## config.mk

```make
export PLATFORM = sky130hd
export DESIGN_NAME = sync_fletcher_frame_receiver
export DESIGN_NICKNAME = d
export VERILOG_FILES = /design/src/rtl/sffr_pkg.sv /design/src/rtl/sffr_cfg_regs.sv /design/src/rtl/sffr_parser.sv /design/src/rtl/sffr_out_buf.sv /design/src/rtl/sync_fletcher_frame_receiver.sv
export SDC_FILE = /design/constraint.sdc
export NUM_CORES = 1
export LEC_CHECK = 0
export BUFFER_PORTS_ARGS = -buffer_cell sky130_fd_sc_hd__buf_2
export CAP_MARGIN = 40
export CORE_MARGIN = 2
export CORE_UTILIZATION = 30
export DETAILED_ROUTE_END_ITERATION = 8
export MAX_ROUTING_LAYER = met4
export SYNTH_ARGS = -nofsm -noshare
export SYNTH_HDL_FRONTEND = slang
export SYNTH_SLANG_ARGS = --single-unit
export TNS_END_PERCENT = 5
```

## constraint.sdc

```tcl
create_clock -name clk -period 5.1 [get_ports clk]
set_clock_uncertainty 0.15 [all_clocks]
set_input_delay 0.51 -clock clk [delete_from_list [all_inputs] [get_ports clk]]
set_output_delay 0.51 -clock clk [all_outputs]
set_load 0.03 [all_outputs]
```

## src/rtl/sffr_pkg.sv

```systemverilog
// ----------------------------------------------------------------------------
// sffr_pkg
// Shared types and constants for the sync/length frame receiver with a
// Fletcher-8 check.
// ----------------------------------------------------------------------------
package sffr_pkg;

    localparam int BYTE_W    = 8;
    localparam int CFG_IDX_W = 8;

    // Register indexes of the configuration port
    localparam logic [CFG_IDX_W-1:0] REG_SYNC_FIRST  = 8'd0;
    localparam logic [CFG_IDX_W-1:0] REG_SYNC_SECOND = 8'd1;
    localparam logic [CFG_IDX_W-1:0] REG_EXP_DESC    = 8'd2;
    localparam logic [CFG_IDX_W-1:0] REG_EXP_CMD     = 8'd3;

    // Reset values of the registers
    localparam logic [BYTE_W-1:0] SYNC_FIRST_RST  = 8'h75;
    localparam logic [BYTE_W-1:0] SYNC_SECOND_RST = 8'h65;
    localparam logic [BYTE_W-1:0] EXP_DESC_RST    = 8'h00;
    localparam logic [BYTE_W-1:0] EXP_CMD_RST     = 8'h00;

    // Payload positions of the echo and error code in an ack reply
    localparam logic [BYTE_W-1:0] ECHO_POS    = 8'd2;
    localparam logic [BYTE_W-1:0] CODE_POS    = 8'd3;
    localparam logic [BYTE_W-1:0] ACK_MIN_LEN = 8'd4;

    // Output item kinds
    localparam logic KIND_PAYLOAD = 1'b0;
    localparam logic KIND_STATUS  = 1'b1;

    typedef struct packed {
        logic [BYTE_W-1:0] sync_first;
        logic [BYTE_W-1:0] sync_second;
        logic [BYTE_W-1:0] exp_desc_set;
        logic [BYTE_W-1:0] exp_command;
    } sffr_cfg_t;

    typedef struct packed {
        logic              item_kind;
        logic [BYTE_W-1:0] frame_desc_set;
        logic [BYTE_W-1:0] payload_byte;
        logic [BYTE_W-1:0] payload_index;
        logic              checksum_ok;
        logic              ack_ok;
        logic [BYTE_W-1:0] ack_error_code;
    } sffr_result_t;

endpackage

```

## src/rtl/sffr_cfg_regs.sv

```systemverilog
// ----------------------------------------------------------------------------
// sffr_cfg_regs
// Configuration register file: sync bytes and the expected ack fields.
// ----------------------------------------------------------------------------
module sffr_cfg_regs
(
    input  logic                           clk,
    input  logic                           rst_n,
    input  logic                           cfg_valid,
    input  logic [sffr_pkg::CFG_IDX_W-1:0] cfg_index,
    input  logic [sffr_pkg::BYTE_W-1:0]    cfg_data,
    output sffr_pkg::sffr_cfg_t            cfg
);
    import sffr_pkg::*;

    sffr_cfg_t cfg_reg;

    // Writes to indexes past the list are dropped
    always_ff @(posedge clk or negedge rst_n)
    begin
        if (!rst_n)
        begin
            cfg_reg.sync_first   <= SYNC_FIRST_RST;
            cfg_reg.sync_second  <= SYNC_SECOND_RST;
            cfg_reg.exp_desc_set <= EXP_DESC_RST;
            cfg_reg.exp_command  <= EXP_CMD_RST;
        end
        else if (cfg_valid)
        begin
            if (cfg_index == REG_SYNC_FIRST)  cfg_reg.sync_first   <= cfg_data;
            if (cfg_index == REG_SYNC_SECOND) cfg_reg.sync_second  <= cfg_data;
            if (cfg_index == REG_EXP_DESC)    cfg_reg.exp_desc_set <= cfg_data;
            if (cfg_index == REG_EXP_CMD)     cfg_reg.exp_command  <= cfg_data;
        end
    end

    assign cfg = cfg_reg;

endmodule

```

## src/rtl/sffr_parser.sv

```systemverilog
// ----------------------------------------------------------------------------
// sffr_parser
// Frame state machine with running Fletcher-8 sums. One byte per cycle;
// produces at most one result item per accepted byte.
// ----------------------------------------------------------------------------
module sffr_parser
(
    input  logic                        clk,
    input  logic                        rst_n,
    input  logic                        byte_valid,
    input  logic [sffr_pkg::BYTE_W-1:0] rx_byte,
    input  sffr_pkg::sffr_cfg_t         cfg,
    output logic                        res_valid,
    output sffr_pkg::sffr_result_t      res
);
    import sffr_pkg::*;

    typedef enum logic [2:0] {
        PH_HUNT1 = 3'd0,
        PH_HUNT2 = 3'd1,
        PH_DESC  = 3'd2,
        PH_LEN   = 3'd3,
        PH_DATA  = 3'd4,
        PH_CHK1  = 3'd5,
        PH_CHK2  = 3'd6
    } phase_t;

    phase_t            phase_reg, phase_next;
    logic [BYTE_W-1:0] sum_lo_reg, sum_lo_next;
    logic [BYTE_W-1:0] sum_hi_reg, sum_hi_next;
    logic [BYTE_W-1:0] desc_reg, desc_next;
    logic [BYTE_W-1:0] len_reg, len_next;
    logic [BYTE_W-1:0] count_reg, count_next;
    logic [BYTE_W-1:0] echo_reg, echo_next;
    logic [BYTE_W-1:0] code_reg, code_next;
    logic [BYTE_W-1:0] chk1_reg, chk1_next;

    logic [BYTE_W-1:0] acc_lo;
    logic [BYTE_W-1:0] acc_hi;
    logic [BYTE_W-1:0] count_inc;
    logic              ck_ok;
    logic              long_frame;
    phase_t            hunt_phase;

    // Fletcher step on the current byte
    assign acc_lo    = sum_lo_reg + rx_byte;
    assign acc_hi    = sum_hi_reg + acc_lo;
    assign count_inc = count_reg + 8'd1;

    assign ck_ok      = (chk1_reg == sum_lo_reg) && (rx_byte == sum_hi_reg);
    assign long_frame = (len_reg >= ACK_MIN_LEN);
    assign hunt_phase = (rx_byte == cfg.sync_first) ? PH_HUNT2 : PH_HUNT1;

    // Next-state and result logic
    always_comb
    begin
        phase_next  = phase_reg;
        sum_lo_next = sum_lo_reg;
        sum_hi_next = sum_hi_reg;
        desc_next   = desc_reg;
        len_next    = len_reg;
        count_next  = count_reg;
        echo_next   = echo_reg;
        code_next   = code_reg;
        chk1_next   = chk1_reg;
        res_valid   = 1'b0;
        res         = '0;
        res.frame_desc_set = desc_reg;

        if (byte_valid)
        begin
            unique case (phase_reg)
                PH_HUNT2:
                begin
                    if (rx_byte == cfg.sync_second)
                    begin
                        // Sums restart over both sync bytes
                        sum_lo_next = cfg.sync_first + rx_byte;
                        sum_hi_next = cfg.sync_first + cfg.sync_first + rx_byte;
                        phase_next  = PH_DESC;
                    end
                    else
                    begin
                        phase_next = hunt_phase;
                    end
                end
                PH_DESC:
                begin
                    desc_next   = rx_byte;
                    sum_lo_next = acc_lo;
                    sum_hi_next = acc_hi;
                    phase_next  = PH_LEN;
                end
                PH_LEN:
                begin
                    len_next    = rx_byte;
                    count_next  = '0;
                    echo_next   = '0;
                    code_next   = '0;
                    sum_lo_next = acc_lo;
                    sum_hi_next = acc_hi;
                    phase_next  = (rx_byte == '0) ? PH_CHK1 : PH_DATA;
                end
                PH_DATA:
                begin
                    sum_lo_next = acc_lo;
                    sum_hi_next = acc_hi;
                    if (count_reg == ECHO_POS) echo_next = rx_byte;
                    if (count_reg == CODE_POS) code_next = rx_byte;
                    res_valid         = 1'b1;
                    res.item_kind     = KIND_PAYLOAD;
                    res.payload_byte  = rx_byte;
                    res.payload_index = count_reg;
                    count_next        = count_inc;
                    if (count_inc == len_reg) phase_next = PH_CHK1;
                end
                PH_CHK1:
                begin
                    chk1_next  = rx_byte;
                    phase_next = PH_CHK2;
                end
                PH_CHK2:
                begin
                    res_valid          = 1'b1;
                    res.item_kind      = KIND_STATUS;
                    res.payload_index  = len_reg;
                    res.checksum_ok    = ck_ok;
                    res.ack_ok         = ck_ok && long_frame
                                         && (desc_reg == cfg.exp_desc_set)
                                         && (echo_reg == cfg.exp_command)
                                         && (code_reg == '0);
                    res.ack_error_code = long_frame ? code_reg : '0;
                    phase_next         = PH_HUNT1;
                end
                default:
                begin
                    phase_next = hunt_phase;
                end
            endcase
        end
    end

    always_ff @(posedge clk or negedge rst_n)
    begin
        if (!rst_n)
        begin
            phase_reg  <= PH_HUNT1;
            sum_lo_reg <= '0;
            sum_hi_reg <= '0;
            desc_reg   <= '0;
            len_reg    <= '0;
            count_reg  <= '0;
            echo_reg   <= '0;
            code_reg   <= '0;
            chk1_reg   <= '0;
        end
        else
        begin
            phase_reg  <= phase_next;
            sum_lo_reg <= sum_lo_next;
            sum_hi_reg <= sum_hi_next;
            desc_reg   <= desc_next;
            len_reg    <= len_next;
            count_reg  <= count_next;
            echo_reg   <= echo_next;
            code_reg   <= code_next;
            chk1_reg   <= chk1_next;
        end
    end

endmodule

```

## src/rtl/sffr_out_buf.sv

```systemverilog
// ----------------------------------------------------------------------------
// sffr_out_buf
// Two-entry result buffer. Decouples the output stall from the input side;
// the upstream stall is a registered full flag.
// ----------------------------------------------------------------------------
module sffr_out_buf
(
    input  logic                   clk,
    input  logic                   rst_n,
    input  logic                   push,
    input  sffr_pkg::sffr_result_t push_data,
    input  logic                   pop,
    output logic                   full,
    output logic                   not_empty,
    output sffr_pkg::sffr_result_t head
);
    import sffr_pkg::*;

    sffr_result_t entry_reg [2];
    logic         wr_ptr_reg, wr_ptr_next;
    logic         rd_ptr_reg, rd_ptr_next;
    logic [1:0]   count_reg, count_next;

    assign full      = (count_reg == 2'd2);
    assign not_empty = (count_reg != 2'd0);
    assign head      = entry_reg[rd_ptr_reg];

    // Pointer and fill bookkeeping
    always_comb
    begin
        wr_ptr_next = push ? ~wr_ptr_reg : wr_ptr_reg;
        rd_ptr_next = pop  ? ~rd_ptr_reg : rd_ptr_reg;
        count_next  = count_reg + {1'b0, push} - {1'b0, pop};
    end

    always_ff @(posedge clk or negedge rst_n)
    begin
        if (!rst_n)
        begin
            wr_ptr_reg <= 1'b0;
            rd_ptr_reg <= 1'b0;
            count_reg  <= 2'd0;
        end
        else
        begin
            wr_ptr_reg <= wr_ptr_next;
            rd_ptr_reg <= rd_ptr_next;
            count_reg  <= count_next;
        end
    end

    // Item storage
    always_ff @(posedge clk)
    begin
        if (push)
        begin
            entry_reg[wr_ptr_reg] <= push_data;
        end
    end

endmodule

```

## src/rtl/sync_fletcher_frame_receiver.sv

```systemverilog
// ----------------------------------------------------------------------------
// sync_fletcher_frame_receiver
// Hunts for a two-byte sync pattern, parses descriptor set, length and
// payload, checks the Fletcher-8 trailer and reports ack status.
//
//   channel | signals                          | direction
//   --------+----------------------------------+-----------
//   input   | in_valid, in_stall, rx_byte      | in (stall out)
//   output  | out_valid, out_stall, item_kind..| out (stall in)
//   config  | cfg_valid, cfg_ready, cfg_index, | in (ready out)
//           | cfg_data                         |
//
// One byte is taken per cycle while in_stall is low; its item appears in the
// output buffer on the next cycle. The parser state and sums update in the
// accept cycle. in_stall is the registered full flag of a two-entry output
// buffer, so output stalls reach the input through a register and no item is
// lost. Reset puts the parser in sync hunt and loads the default sync bytes.
// ----------------------------------------------------------------------------
module sync_fletcher_frame_receiver
(
    input  logic                           clk,
    input  logic                           rst_n,
    input  logic                           in_valid,
    output logic                           in_stall,
    input  logic [sffr_pkg::BYTE_W-1:0]    rx_byte,
    output logic                           out_valid,
    input  logic                           out_stall,
    output logic                           item_kind,
    output logic [sffr_pkg::BYTE_W-1:0]    frame_desc_set,
    output logic [sffr_pkg::BYTE_W-1:0]    payload_byte,
    output logic [sffr_pkg::BYTE_W-1:0]    payload_index,
    output logic                           checksum_ok,
    output logic                           ack_ok,
    output logic [sffr_pkg::BYTE_W-1:0]    ack_error_code,
    input  logic                           cfg_valid,
    output logic                           cfg_ready,
    input  logic [sffr_pkg::CFG_IDX_W-1:0] cfg_index,
    input  logic [sffr_pkg::BYTE_W-1:0]    cfg_data
);
    import sffr_pkg::*;

    sffr_cfg_t    cfg;
    sffr_result_t res;
    sffr_result_t head;
    logic         res_valid;
    logic         buf_full;
    logic         in_take;
    logic         out_take;

    assign cfg_ready = 1'b1;
    assign in_stall  = buf_full;
    assign in_take   = in_valid && !buf_full;
    assign out_take  = out_valid && !out_stall;

    sffr_cfg_regs u_cfg
    (
        .clk       (clk),
        .rst_n     (rst_n),
        .cfg_valid (cfg_valid),
        .cfg_index (cfg_index),
        .cfg_data  (cfg_data),
        .cfg       (cfg)
    );

    sffr_parser u_parser
    (
        .clk        (clk),
        .rst_n      (rst_n),
        .byte_valid (in_take),
        .rx_byte    (rx_byte),
        .cfg        (cfg),
        .res_valid  (res_valid),
        .res        (res)
    );

    sffr_out_buf u_out
    (
        .clk       (clk),
        .rst_n     (rst_n),
        .push      (res_valid),
        .push_data (res),
        .pop       (out_take),
        .full      (buf_full),
        .not_empty (out_valid),
        .head      (head)
    );

    // Result fields
    assign item_kind      = head.item_kind;
    assign frame_desc_set = head.frame_desc_set;
    assign payload_byte   = head.payload_byte;
    assign payload_index  = head.payload_index;
    assign checksum_ok    = head.checksum_ok;
    assign ack_ok         = head.ack_ok;
    assign ack_error_code = head.ack_error_code;

endmodule
```

* Word level (Yosys, flattened, before mapping)
Memory sizes are Yosys's and may differ from the RTL's.
Cells that the tools add are included.
W data, S select, Z words.
** Word-level totals
- Input port bits :: 29
- Flip-flop bits (word level) :: 103
- Memories kept :: 1
- Bits in writable memories :: 70
** Cells by class
- Magnitude comparators :: 1
- $add $sub $neg :: 8
- Mux-type cells :: 25
- Reduce and logical (&&, ||, !) cells :: 29
- Bitwise logic cells :: 2
- Eq/ne operators :: 23
** Memory list
- u_out.entry_reg :: words 2, width 35, read ports 1, clocked after memory_dff 0, wr ports 1, RTL line sffr_out_buf.sv:19 : sffr_result_t entry_reg [2];
** Operators by type and width (count)
- $pmux W8 S2 :: 6
- $eq A8 B8 Y1 :: 7
- $mux W8 :: 6
- $add A8 B8 Y8 :: 5
- $eq A8 B2 Y1 const B :: 4
- $mux W26 :: 1
- $logic_not A8 Y1 :: 3
- $pmux W3 S6 :: 1
- $reduce_and A2 Y1 :: 9
- $mux W10 :: 1
- $eq A3 B3 Y1 const B :: 3
- $reduce_and A3 Y1 :: 3
- $add A8 B1 Y8 const B :: 1
- $eq A8 B1 Y1 const B :: 1
- $ge A8 B3 Y1 const B :: 1
- $mux W1 :: 8
- $ne A2 B1 Y1 const B :: 4
- $logic_and A1 B1 Y1 :: 7
- $eq A3 B2 Y1 const B :: 2
- $mux W3 :: 2
- $reduce_bool A2 Y1 :: 3
- $eq A3 B1 Y1 const B :: 1
- $reduce_or A3 Y1 :: 1
- $add A2 B1 Y2 :: 1
- 5 further kinds :: 7

* Longest topological paths before layout
- Word-level depth :: 8
- Depth in mapped cells :: 12
- Mapped depth without buffers :: 12

* Hierarchy
Synthesis repeated with hierarchy kept, for this count alone.
** Unflattened totals
- Cells, all modules :: 734
- Area, all modules :: 9215.1 sq um
** Modules (own cells, without submodules)
- sffr_parser :: sequential area each 1676.6 sq um, cells each 534, times used 1, area an instance 5034.8 sq um
- sffr_out_buf :: sequential area each 2202.1 sq um, cells each 124, times used 1, area an instance 2875.3 sq um
- sffr_cfg_regs :: sequential area each 812.0 sq um, cells each 72, times used 1, area an instance 1266.2 sq um
- sync_fletcher_frame_receiver :: sequential area each 0.0 sq um, cells each 4, times used 1, area an instance 38.8 sq um

* Worst setup path after synthesis
OpenSTA, ideal clock, no wires.
- Path type :: in2reg
- Start point :: input port rx_byte[0] (netlist name)
- End point :: register u_parser.sum_hi_reg[7]
- Path slack :: 1.848 ns
- Setup time :: 0.126 ns
- Arrival time :: 2.976 ns
- Stages on the path :: 12
- Path through :: ha_1 -> fa_1 -> a21o_1 -> a21oi_1 -> o21ai_0 -> xor2_1 -> ha_1 -> or3_1 -> o221ai_1 -> o21ai_0 -> nor3b_1 -> a311o_1
** Between the ends
- Cells in the longest elaborated chain, start to end :: 3
- Elaborated cells on any way between the ends :: 8
- Those cells by class :: add/sub (3); eq/ne (2); mux (2); reduce/logical (1)
** RTL lines
- start, declared :: RTL line sync_fletcher_frame_receiver.sv:25 : input logic [sffr_pkg::BYTE_W-1:0] rx_byte,
- $add A8 B8 Y8 (tied with other cells) :: RTL line sffr_parser.sv:46 : assign acc_lo = sum_lo_reg + rx_byte;
- $add A8 B8 Y8 (tied with other cells) :: RTL line sffr_parser.sv:47 : assign acc_hi = sum_hi_reg + acc_lo;
- $pmux W8 S2 / $reduce_and A3 Y1 (equally long branches)
- end signal, assigned :: RTL line sffr_parser.sv:161 : sum_hi_reg <= sum_hi_next;
- end, declared :: RTL line sffr_parser.sv:30 : logic [BYTE_W-1:0] sum_hi_reg, sum_hi_next;
Several ways; a longest one is shown, not always the timed one. The select of a mux whose other input is x is not followed.
A chain may end at the register's enable or synchronous reset.

* Final worst setup path
- Start point :: register u_parser.sum_lo_reg[0]
- End point :: register u_parser.sum_hi_reg[7]
** Between the ends
- Cells in the longest elaborated chain, start to end :: 3
** RTL lines
- start, declared :: RTL line sffr_parser.sv:29 : logic [BYTE_W-1:0] sum_lo_reg, sum_lo_next;
- start signal, assigned :: RTL line sffr_parser.sv:160 : sum_lo_reg <= sum_lo_next;
- $add A8 B8 Y8 :: RTL line sffr_parser.sv:46
- $add A8 B8 Y8 :: RTL line sffr_parser.sv:47
- $pmux W8 S2 :: RTL line sffr_parser.sv:72 : unique case (phase_reg)
Every way passes these cells.

==> flow_metrics.env <==
export IMPL_status="finished, violations left"
export IMPL_violations="negative hold slack"
export IMPL_hold_worst_slack_ps=-10.2
export IMPL_std_cell_rows=62
export IMPL_die_y_um=176
export IMPL_yosysMostFrequentCell="mux2_2"
export IMPL_cts_num_sinks=173
export IMPL_ios=67
export IMPL_cts_tree="done"
export IMPL_synth_top_cell_area_share_pct=26.6
export IMPL_synthTopCellsByCount="mux2_2 (99), dfrtp_1 (94), edfxtp_1 (70), nand2_1 (55), xor2_1 (47)"
export IMPL_critPathArrivalTime_ps=3600
export IMPL_tightest_slew_ps=799
export IMPL_crit_fanout=3
export IMPL_dieArea_um2=30900
export IMPL_worstSetupEndpointType="register"
export IMPL_synth_async_reset_ratio_pct=59.5
export IMPL_swShare_pct=37.7
export IMPL_die_width_um=176
export IMPL_fin_crit_sh_pct=67.4
export IMPL_clock_power_share_pct=26.3
export IMPL_routedWlPerCell_um=17.2
export IMPL_syn_area_um2=8840
export IMPL_synth_area_per_cell_um2=12.1
export IMPL_p_leak_nw=4.28
export IMPL_place_congestion=0.830
export IMPL_path_clk_slew_ps=70
export IMPL_largest_reg_flops=70
export IMPL_synth_cell_types=56
export IMPL_clock_fmax_ghz=0.291
export IMPL_nFillCells=2881
export IMPL_rsz0062_at_grt="no"
export IMPL_clk_path_buf_depth=2
export IMPL_internal_power_mw=3.06
export IMPL_placeableCoreArea_um2=28900
export IMPL_via_per_inst=4.84
export IMPL_ir_drop_v=0.000230
export IMPL_area_delta_synth_final_pct=15.6
export IMPL_cts_resized=0
export IMPL_wirelength_um=20400
export IMPL_grt_overflow_total=0
export IMPL_seq_power_share_pct=38.1
export IMPL_synth_edff_count=70
export IMPL_finalSetupViolCount=0
export IMPL_dr_first_iter_drc_count=356
export IMPL_grt_pass1_wl_um=31800
export IMPL_drive_gt1_share_pct=28.0
export IMPL_switchingPower_mw=1.85
export IMPL_p_comb_share_pct=35.6
export IMPL_finalCriticalPeriod_ps=3440
export IMPL_synth_top_area_cell="dfrtp_1"
export IMPL_finalSetupTns_ps=0
export IMPL_antenna_left=0
export IMPL_final_area_um2=10200
export IMPL_hold_class="primary input to asynchronous set/reset pin"
export IMPL_cts_max_level=4
export IMPL_hpwl_um=14400
export IMPL_relSlewSlack_pct=46.7
export IMPL_hold_viol=13
export IMPL_drc_errors=0
export IMPL_cts_setup_buffers=0
export IMPL_track_usage_pct=13.9
export IMPL_ctsHoldBuffers=0
export IMPL_ys_seq_area_share_pct=53.1
export IMPL_ys_flop_type="dfrtp_1"
export IMPL_numCtsBuffers=17
export IMPL_start_util_pct=30.6
export IMPL_grt_pass1_vias=5476
export IMPL_yosys_warnings=0
export IMPL_clk_latency_ps=430
export IMPL_power_density_nw_per_um2=481
export IMPL_path_class="register to register"
export IMPL_cap_violations=0
export IMPL_antenna_cells=0
export IMPL_synth_area_leaders="dfrtp_1 (27%), edfxtp_1 (24%), mux2_2 (13%), xor2_1 (4.7%), ha_1 (4.5%)"
export IMPL_num_vias=5746
export IMPL_grt_max_degree=59
export IMPL_synthesis_nets=793
export IMPL_root_buffer="clkbuf_16"
export IMPL_drtPass1Iterations=5
export IMPL_final_nets=856
export IMPL_portBuffers=65
export IMPL_synth_cells=728
export IMPL_slew_violations=0
export IMPL_antenna_found_initial=0
export IMPL_placed_area_um2=9630
export IMPL_crit_required_ps=5270
export IMPL_crit_path_start_kind="register"
export IMPL_synth_seq_cells=173
export IMPL_reg2reg_depth=12
-- layer usage --
layer,global-route usage (%),up-vias,share of wire (%),routed length [um]
li1,-,2770,-,-
met1,19.6,2846,49,10000
met2,20.2,115,45,9260
met3,2.49,15,4.2,866
met4,4.55,0,1.4,278
met5,-,-,0,0
-- cell families after synthesis --
family	synth area share, %
XOR/XNOR	7.23
buffers and inverters	2.31
flip-flops	53.1
multiplexers	12.9
other	0.0424
AND/OR/NAND/NOR	10.7
adder cells (fa/ha/maj)	5.43
AO/OA/AOI/OAI	8.32
-- final cells by class --
type | count | area (um^2) | share of cell area [%]
clock inverter | 15 | 170 | 1.66
sequential | 173 | 4690 | 45.9
tap | 384 | 480 | 4.70
multi-input combinational | 510 | 3970 | 38.8
inverter | 17 | 63.8 | 0.624
clock buffer | 17 | 425 | 4.16
timing repair buffer | 72 | 428 | 4.19
-- path summary, 6_finish.rpt --
check | end | startpoint | slack, ps
worst min-delay path | u_parser.chk1_reg[2] | rst_n | -10
worst max register to register | u_parser.sum_hi_reg[7] | u_parser.sum_lo_reg[0] | 1660
worst min register to register | u_parser.chk1_reg[2] | u_parser.chk1_reg[2] | 360
worst max-delay path | u_parser.sum_hi_reg[7] | u_parser.sum_lo_reg[0] | 1660
min in group clk | u_cfg.cfg[15] | cfg_data[7] | 230
max in group asynchronous | u_parser.count_reg[5] | rst_n | 3660
-- per-stage QoR --
| step | utilization (%) | hold WS [ps] | setup slack [ps] | instances | power, mW |
|---|---|---|---|---|---|
| after floorplan | - | 64.4 | 1850 | 728 | 3.19 |
| after global placement | 33.1 | 337 | 1400 | 1153 | 3.61 |
| after detailed placement | 33.4 | 346 | 1330 | 1156 | 3.64 |
| after CTS | 35.4 | 22.8 | 1660 | 1188 | 4.95 |
| after global routing | 35.4 | 57.5 | 1470 | 1188 | 5.21 |
| final | 35.4 | -10.2 | 1660 | 1188 | 4.92 |
-- cells in the final DEF (no fill, tap or decap), drive strengths merged, types with 25 or more instances in the layout --
master / instances
buf: 72
dfrtp: 94
edfxtp: 70
ha: 32
inv: 25
mux2: 101
nand2: 55
nor2: 27
o21ai: 43
xnor2: 26
xor2: 47
-- power groups by stage --
stage          logic (mW)  clock network [mW]  registers [mW]
2_1_floorplan        1.38                   0            1.80
3_3_place_gp         1.71                   0            1.90
3_5_place_dp         1.74                   0            1.90
4_1_cts              1.76                1.32            1.87
5_1_grt              1.93                1.38            1.90
6_report             1.75                1.29            1.87
-- worst max-delay path, stage by stage, from the launching register on --
cell	delay [ps]
dfrtp_1	420
ha_1	220
fa_1	410
a21o_1	180
a21oi_1	220
o21ai_0	150
xor2_1	170
ha_1	220
or3_1	310
o221ai_1	290
o21ai_0	130
nor3b_1	160
a311o_1	270
(Power assumes the default switching activity.)
